$ cat src/hdl/sobel_pkg.sv
// ----------------------------------------------------------------------------
// Sobel filter package
// Shared types and constants for the Sobel edge magnitude filter.
// ----------------------------------------------------------------------------
package sobel_pkg;

    localparam int LUMA_W = 16;
    localparam int GRAD_W = 19;   // signed gradient, |g| <= 4*65280
    localparam int SQ_W   = 38;   // gx^2 + gy^2
    localparam int ROOT_W = 19;

    localparam logic [7:0] LUMA_R = 8'd77;
    localparam logic [7:0] LUMA_G = 8'd150;
    localparam logic [7:0] LUMA_B = 8'd29;

    localparam logic [0:0] CFG_WIDTH  = 1'b0;
    localparam logic [0:0] CFG_HEIGHT = 1'b1;

    // controller to datapath commands
    typedef struct packed {
        logic load;     // capture input beat, read line stores
        logic shift;    // write stores, shift window, set tap masks
        logic sq_x;     // square gx
        logic sq_y;     // square gy, then sum
        logic root_go;  // start square root
        logic root_step;
    } sobel_cmd_t;

    typedef struct packed {
        logic has_result;
        logic root_done;
    } sobel_sts_t;

endpackage

$ cat src/hdl/sobel_ctrl.sv
// ----------------------------------------------------------------------------
// Sobel controller
// Sequences one beat at a time through the datapath.
// ----------------------------------------------------------------------------
module sobel_ctrl (
    input  logic                  clk,
    input  logic                  rst_n,
    input  logic                  in_valid,
    output logic                  in_ready,
    output logic                  out_valid,
    input  logic                  out_ready,
    output sobel_pkg::sobel_cmd_t cmd,
    input  sobel_pkg::sobel_sts_t sts
);
    typedef enum logic [2:0] {S_IDLE, S_SHIFT, S_SQX, S_SQY, S_GO, S_ROOT, S_OUT} state_t;
    state_t state_reg;

    assign in_ready  = (state_reg == S_IDLE);
    assign out_valid = (state_reg == S_OUT);

    always_comb
    begin
        cmd = '0;
        cmd.load      = (state_reg == S_IDLE) && in_valid;
        cmd.shift     = (state_reg == S_SHIFT);
        cmd.sq_x      = (state_reg == S_SQX);
        cmd.sq_y      = (state_reg == S_SQY);
        cmd.root_go   = (state_reg == S_GO);   // sum is registered by now
        cmd.root_step = (state_reg == S_ROOT);
    end

    always_ff @(posedge clk or negedge rst_n)
    begin
        if (!rst_n)
            state_reg <= S_IDLE;
        else
        begin
            case (state_reg)
                S_IDLE:  if (in_valid) state_reg <= S_SHIFT;
                S_SHIFT: state_reg <= sts.has_result ? S_SQX : S_IDLE;
                S_SQX:   state_reg <= S_SQY;
                S_SQY:   state_reg <= S_GO;
                S_GO:    state_reg <= S_ROOT;
                S_ROOT:  if (sts.root_done) state_reg <= S_OUT;
                S_OUT:   if (out_ready) state_reg <= S_IDLE;
                default: state_reg <= S_IDLE;
            endcase
        end
    end
endmodule

$ cat config.mk
export PLATFORM = sky130hd
export DESIGN_NAME = sobel_ctrl
export DESIGN_NICKNAME = d
export VERILOG_FILES = /design/src/hdl/sobel_pkg.sv /design/src/hdl/sobel_ctrl.sv
export SDC_FILE = /design/constraint.sdc
export NUM_CORES = 1
export LEC_CHECK = 0
export BUFFER_PORTS_ARGS = -buffer_cell sky130_fd_sc_hd__buf_2
export CAP_MARGIN = 0
export CORE_AREA = 2 2 39 41
export DETAILED_ROUTE_END_ITERATION = 10
export DIE_AREA = 0 0 41 43
export PLACE_DENSITY = 0.45
export SLEW_MARGIN = 40
export SYNTH_ARGS = -nofsm -noshare
export SYNTH_HDL_FRONTEND = slang
export SYNTH_SLANG_ARGS = --single-unit
$ cat constraint.sdc
create_clock -name clk -period 0.87 [get_ports clk]
set_input_delay 0.174 -clock clk [delete_from_list [all_inputs] [get_ports clk]]
set_output_delay 0.174 -clock clk [all_outputs]
set_load 0.01 [all_outputs]
-- Yosys cells after proc, flatten, opt, wreduce, memory -nomap -nowiden
Index checks and enable logic that the tools add are counted.
- register bits after elaboration: 3
- output and inout port bits: 8
- input port bits: 6
- eq/ne operators: 9
- multiplexer cells: 5
- reduce and logical (&&, ||, !) cells: 3
- operator list (cell ; number):
    case mux 3 bit (7 select lines) ; 1
    == test 3 bit (second input constant) ; 3
    two-way mux 3 bit ; 3
    == test 3 x 2 -> 1 bit (second input constant) ; 2
    != test 2 x 1 -> 1 bit (second input constant) ; 2
    == test 3 x 1 -> 1 bit (second input constant) ; 1
    zero test 3 bit ; 1
    AND reduction 3 bit ; 1
    two-way mux 2 bit ; 1
    != test 2 bit (second input constant) ; 1
    logical AND 1 bit ; 1

-- Longest topological paths before layout
Gate-level depths: netlist of run 1.
- depth after elaboration: 3
- depth in mapped cells: 3
- mapped depth without buffers: 2

-- Worst setup path after synthesis of run 1
OpenSTA, ideal clock, no wires.
- kind: register to output
- start point: reg state_reg[1]
- end point: out cmd[5] in the netlist's numbering
- buffers on the path: 1
- arrival time: 933 ps
- stages on the path, launching flop included: 4
- setup slack: -237 ps
- path through: dfrtp_1 > buf_2 > nor3_2 > and2_1
- RTL lines (item ; RTL line ; RTL):
    from (decl) ; sobel_ctrl.sv:16 ; state_t state_reg;
    from (signal assigned) ; sobel_ctrl.sv:40 ; S_SHIFT: state_reg <= sts.has_result ? S_SQX : S_IDLE;
    to (decl) ; sobel_ctrl.sv:12 ; output sobel_pkg::sobel_cmd_t cmd,

==> results of run 1 <==
==> per-layer routing <==
layer	track usage	routed length, um	share of wire	vias up
met5	0	0	0	-
li1	-	-	-	135
met1	0.1266	345	0.51	115
met4	0.04000	0	0	0
met3	0.04712	73	0.11	0
met2	0.1031	258	0.38	14
==> worst min-delay path by stage <==
stage	start	endpoint	slack (ps)	depth (start not counted)
global placement	rst_n	state_reg[2]	-30	1
detailed placement	rst_n	state_reg[0]	-30	1
finish	sts[0]	state_reg[0]	230	3
CTS	sts[0]	state_reg[0]	230	3
global route	sts[0]	state_reg[0]	240	3
floorplan	rst_n	state_reg[0]	-120	0
==> metrics by stage <==
step | worst slack, ps | TNS, ps | power (W)
after floorplan | -171.2 | -841.8 | 0.0008225
after global placement | -283.1 | -2351 | 0.001065
after global routing | -485.5 | -4227 | 0.001915
final | -444.9 | -3681 | 0.001786
after detailed placement | -251.5 | -2217 | 0.001056
after CTS | -451.6 | -3703 | 0.001503
==> power groups by stage <==
| stage | Sequential (W) | Combinational [W] | Clock (W) |
|---|---|---|---|
| 3_3_place_gp | 0.000377 | 0.000689 | 0 |
| 2_1_floorplan | 0.000269 | 0.000553 | 0 |
| 6_report | 0.000399 | 0.00114 | 0.000247 |
| 4_1_cts | 0.000369 | 0.000876 | 0.000257 |
| 3_5_place_dp | 0.000371 | 0.000685 | 0 |
| 5_1_grt | 0.000416 | 0.00123 | 0.000267 |
==> worst register-to-register path: stages, from the launching register on <==
cell and delay [ps]:
dfrtp_2 460, buf_4 160, buf_6 110, buf_4 130, nor3_2 160, a221oi_2 50
==> final cells by class <==
cell class | count | area (sq um) | share of cell area
Inverter | 1 | 3.754 | 0.007712
Timing Repair Buffer | 25 | 191.4 | 0.3933
Sequential cell | 3 | 78.83 | 0.1620
Clock buffer | 4 | 26.28 | 0.05398
Multi-Input combinational cell | 18 | 166.4 | 0.3419
Tap cell | 16 | 20.02 | 0.04113
==> logic make-up (layout without fill, tap and decap cells) <==
group	Yosys count	after routing	share of synthesized area
buffers and inverters	3	30	0.09407
and+or+nand+nor	13	13	0.3765
DFF	3	3	0.3529
muxes	1	1	0.04706
AOI/OAI and AO/OA	4	4	0.1294
==> timing repair <==
item / 4_1_cts / 5_1_grt
endpoints found under the setup margin: 11 / 11
resized for setup: 7 / 8
endpoints found under the hold margin: 3 / 0
hold buffers: 1 / 0
setup buffers: 3 / 5
pin swaps: 2 / 4
==> Yosys cell counts <==
cell and number:
a21o_1 1, a221oi_1 1, and2_1 1, and2_2 1, and3b_1 1, buf_2 1, buf_6 1, dfrtp_1 3
inv_1 1, mux2i_1 1, nand2b_1 3, nor2_1 3, nor3_1 2, nor3_2 1, nor3b_1 1, o21ai_0 1
o22ai_1 1
==> reports/metrics.yaml, run 1 <==
status: "complete, but fails checks"
violations: "setup timing"
nFillCells: 145
p_per_area_nw_per_um2: 3669
max_cap_viol_count: 0
detailroute.via_count: 264
clkLatencyLatePin_ps: 240
std_cell_rows: 14
detail-route-antenna-nets: 0
reg2reg_slack_ps: -320
setup_violations: 11
cp.depth: 3
synth_cell_types: 17
grt_setup_unrepaired: "true"
path_max_fanout: 7
worst_slack_ps: -444.9
fin_skew_ps: 5.439
root_buffer: "clkbuf_4"
clk_path_buf_depth: 2
p_switching_w: 0.0006749
area.growth.synth_to_final_pct: 128.8
yosys_warnings: 0
final_util: 0.3517
peakVddDrop_mv: 1.342
grt_pass1_vias: 238
crit_chain: "nor3_4 -> and2_4 -> buf_6"
htreeDepth: 1
start_kind: "flip-flop"
grt_pass1_wl_um: 993
r2r_end: "state_reg[0]"
swShare: 0.3779
place_area_sq_um: 329.1
end_kind: "output pin"
cts_made_buffers: 3
die_x_um: 41
cp_num_buf_inv: 1
seq_area_frac_synth: 0.3529
final_area_sq_um: 486.7
netlist_area_sq_um: 212.7
worst_pin_slew_ps: 192.1
maxSlewViolCount: 0
fmaxAchievable_mhz: 760.5
antenna_found_initial: 0
avgViaCountPerCell: 3.940
layout_commonest_cell: "buf_2"
place.gp.congestion: 0.6919
final_cell_mix: "buf_2, buf_6, buf_4, clkbuf_4, dfrtp_2"
drt_first_pass_iters: 2
initial_utilization: 0.1537
synth_top_area_cell: "dfrtp_1"
dp.cells: 55
leakagePower_nw: 0.2424
p_seq_frac: 0.223
die_area_sq_um: 1763
p_int_w: 0.001111
wl_um: 677
slew_headroom: 0.8719
cp-endpoint: "cmd[5]"
whs_ps: 229.9
p_clk_frac: 0.139
track_usage: 0.08761
core-area_sq_um: 1384
grt_max_degree: 9
nets: 58
ios: 14
worstHoldPathType: "in -> reg"
finalCritPeriodShare: 1.511
fin_cells: 67
cts.sinks: 3
arrival_ps: 1140
hold_violations: 0
crit_type: "reg -> out"
reg2regPathDepth: 5
share_comb_of_total_power: 0.638
wl_per_cell_um: 10.10
cpMaxStageDelayCell: "dfrtp_2"
cts.clk_slew.worst_paths_ps: 40
overflow: 0
syn_area_per_cell_sq_um: 8.863
fp.dieH_um: 43
drc: 0
crit_required_ps: 700
startpoint: "state_reg[2]"
diodes: 0
largest_reg_flops: 3
port_buffers: 13
cts_tree: "yes"
cpPeakStageDelay_ps: 460
synth_top_area_share: 0.3529
syn_inst: 24
drive_above_1_share: 0.8039
r2r_start: "state_reg[2]"
hpwlAfterDp_um: 431.3
syn-num-nets: 30
path_delay_family: "flip-flops"
synthTopCellsByArea: "dfrtp_1, nand2b_1, buf_6"
drtIter0Drc: 5
fin_crit_ps: 1315
ys_ff_latch: 3
Power figures use the tool's default switching activity.
==> run 2: changes to the inputs <==
- CAP_MARGIN: 0 -> 20
- CTS_BUF_LIST: default -> sky130_fd_sc_hd__clkbuf_16
==> run 2 against run 1 <==
  * The run still ends with setup timing left
  * Clock power increased to 2.9 times the previous value
  * Clock skew down 1.8 ps
  * Hold slack gained 13 ps
  * Via count increased by 1.5%
  * Critical endpoint unchanged
  * Highest routed layer unchanged
==> reports/metrics.yaml, run 2 (same netlist as run 1, synthesis figures left out) <==
fin_crit_ps: 1295  # was 1315 ps
seq_area_sq_um: 78.83  # unchanged
cts.clk_slew.worst_paths_ps: 30  # was 40 ps
port_buffers: 13  # unchanged
worstHoldPathType: "in -> reg"  # unchanged
initial_utilization: 0.1537  # unchanged
share_comb_of_total_power: 0.506  # was 0.638
drc: 0  # unchanged
detail-route-antenna-nets: 0  # unchanged
whs_ps: 242.7  # was 229.9 ps
r2r_end: "state_reg[0]"  # unchanged
htreeDepth: 1  # unchanged
diodes: 0  # unchanged
place.gp.congestion: 0.6919  # unchanged
finalCritPeriodShare: 1.488  # was 1.511
status: "complete, but fails checks"  # unchanged
end_kind: "output pin"  # unchanged
fin_tns_setup_ps: -3517  # was -3681 ps
final_cell_mix: "buf_2, buf_6, buf_4, clkbuf_16, dfrtp_2"  # was buf_2, buf_6, buf_4, clkbuf_4, dfrtp_2
crit_required_ps: 700  # about the same
die_area_sq_um: 1763  # unchanged
cts_made_buffers: 3  # unchanged
fin_skew_ps: 3.597  # was 5.439 ps
track_usage: 0.09466  # was 0.08761
root_buffer: "clkbuf_16"  # was clkbuf_4
cts.sinks: 3  # unchanged
peakVddDrop_mv: 1.261  # was 1.342 mV
wl_um: 676  # was 677 um
area.growth.synth_to_final_pct: 153.5  # was 128.8%
reg2reg_slack_ps: -310  # was -320 ps
avgViaCountPerCell: 4.000  # was 3.940
setup_violations: 11  # unchanged
grt_max_degree: 9  # unchanged
place_area_sq_um: 329.1  # unchanged
leakagePower_nw: 0.2697  # was 0.2424 nW
p_per_area_nw_per_um2: 4157  # was 3669 nW/um^2
path_max_fanout: 7  # unchanged
startpoint: "state_reg[2]"  # unchanged
clkLatencyLatePin_ps: 220  # was 240 ps
layout_commonest_cell: "buf_2"  # unchanged
slew_headroom: 0.8737  # was 0.8719
violations: "setup timing"  # unchanged
start_kind: "flip-flop"  # unchanged
arrival_ps: 1120  # was 1140 ps
cpPeakStageDelay_ps: 450  # was 460 ps
p_seq_frac: 0.176  # was 0.223
drt_first_pass_iters: 1  # was 2
fp.dieH_um: 43  # unchanged
path_delay_family: "flip-flops"  # unchanged
largest_reg_flops: 3  # unchanged
maxSlewViolCount: 0  # unchanged
nFillCells: 138  # was 145
crit_chain: "nor3_4 -> and2_4 -> buf_6"  # unchanged
max_cap_viol_count: 0  # unchanged
grt_setup_unrepaired: "true"  # unchanged
core-area_sq_um: 1384  # unchanged
hold_violations: 0  # unchanged
grt_pass1_wl_um: 1041  # was 993 um
wl_per_cell_um: 10.09  # was 10.10 um
final_area_sq_um: 539.3  # was 486.7 sq um
swShare: 0.3170  # was 0.3779
holdPathEnd: "state_reg[0]"  # unchanged
die_x_um: 41  # unchanged
r2r_start: "state_reg[2]"  # unchanged
crit_type: "reg -> out"  # unchanged
detailroute.via_count: 268  # was 264
drive_above_1_share: 0.8039  # unchanged
multi_input_area_sq_um: 166.4  # unchanged
worst_pin_slew_ps: 189.5  # was 192.1 ps
overflow: 0  # unchanged
p_clk_frac: 0.318  # was 0.139
cts_tree: "yes"  # unchanged
nets: 58  # unchanged
grt_pass1_vias: 252  # was 238
worst_slack_ps: -424.8  # was -444.9 ps
p_int_w: 0.001531  # was 0.001111 W
fmaxAchievable_mhz: 772.3  # was 760.5 MHz
antenna_found_initial: 0  # unchanged
ios: 14  # unchanged
cpMaxStageDelayCell: "dfrtp_2"  # unchanged
hold_depth: 3  # unchanged
hpwlAfterDp_um: 431.3  # unchanged
min-delay-start: "sts[0]"  # unchanged
cp_num_buf_inv: 1  # unchanged
reg2regPathDepth: 4  # was 5
p_switching_w: 0.0007107  # was 0.0006749 W
clk_path_buf_depth: 2  # unchanged
drtIter0Drc: 0  # was 5
std_cell_rows: 14  # unchanged
-- run 2: area by class of cell --
class,count,share of cell area
Timing Repair Buffer,25,0.3550
Clock buffer,3,0.1392
Inverter,1,0.006961
Multi-Input combinational cell,18,0.3086
Clock inverter,1,0.006961
Tap cell,16,0.03712
Sequential cell,3,0.1462
-- run 2: power groups by stage --
stage               Clock [W]  Combinational (W)  Sequential [W]
global placement            0           0.000689        0.000377
global route         0.000752            0.00123        0.000422
detailed placement          0           0.000685        0.000371
CTS                  0.000722           0.000876        0.000370
floorplan                   0           0.000553        0.000269
finish               0.000713            0.00113        0.000394
-- run 2: what timing repair did --
item / 4_1_cts / 5_1_grt
endpoints found under the setup margin: 11 / 11
pin swaps: 2 / 4
hold buffers: 1 / 0
hold endpoints to repair: 3 / 0
setup buffers: 3 / 5
resized for setup: 7 / 8
-- run 2: worst max path at each step --
stage                              end  cells past startpoint
after detailed placement  state_reg[0]                      3
after CTS                       cmd[5]                      3
final                           cmd[5]                      3
after global routing            cmd[5]                      3
after floorplan                 cmd[5]                      3
after global placement          cmd[1]                      3
-- run 2: stage by stage --
stage,std cells,utilization,total power (W),setup WS [ps]
2_1_floorplan,24,-,0.0008225,-171.2
3_3_place_gp,55,0.2378,0.001065,-283.1
3_5_place_dp,55,0.2378,0.001056,-251.5
4_1_cts,63,0.3382,0.001968,-431.7
5_1_grt,67,0.3897,0.002406,-466.3
6_report,67,0.3897,0.002242,-424.8
-- run 2: metal layers --
layer / global-route usage / part of all wire / up-vias
met3: 0.06283 / 0.13 / 0
met2: 0.1188 / 0.41 / 16
li1: - / - / 135
met5: 0 / 0 / -
met4: 0.04000 / 0 / 0
met1: 0.1234 / 0.46 / 117
-- run 2: worst register-to-register path, cell delays in order, from the launching register on --
cell and delay [ps]:
dfrtp_2 450, buf_4 160, buf_6 110, buf_4 130
a221oi_2 230
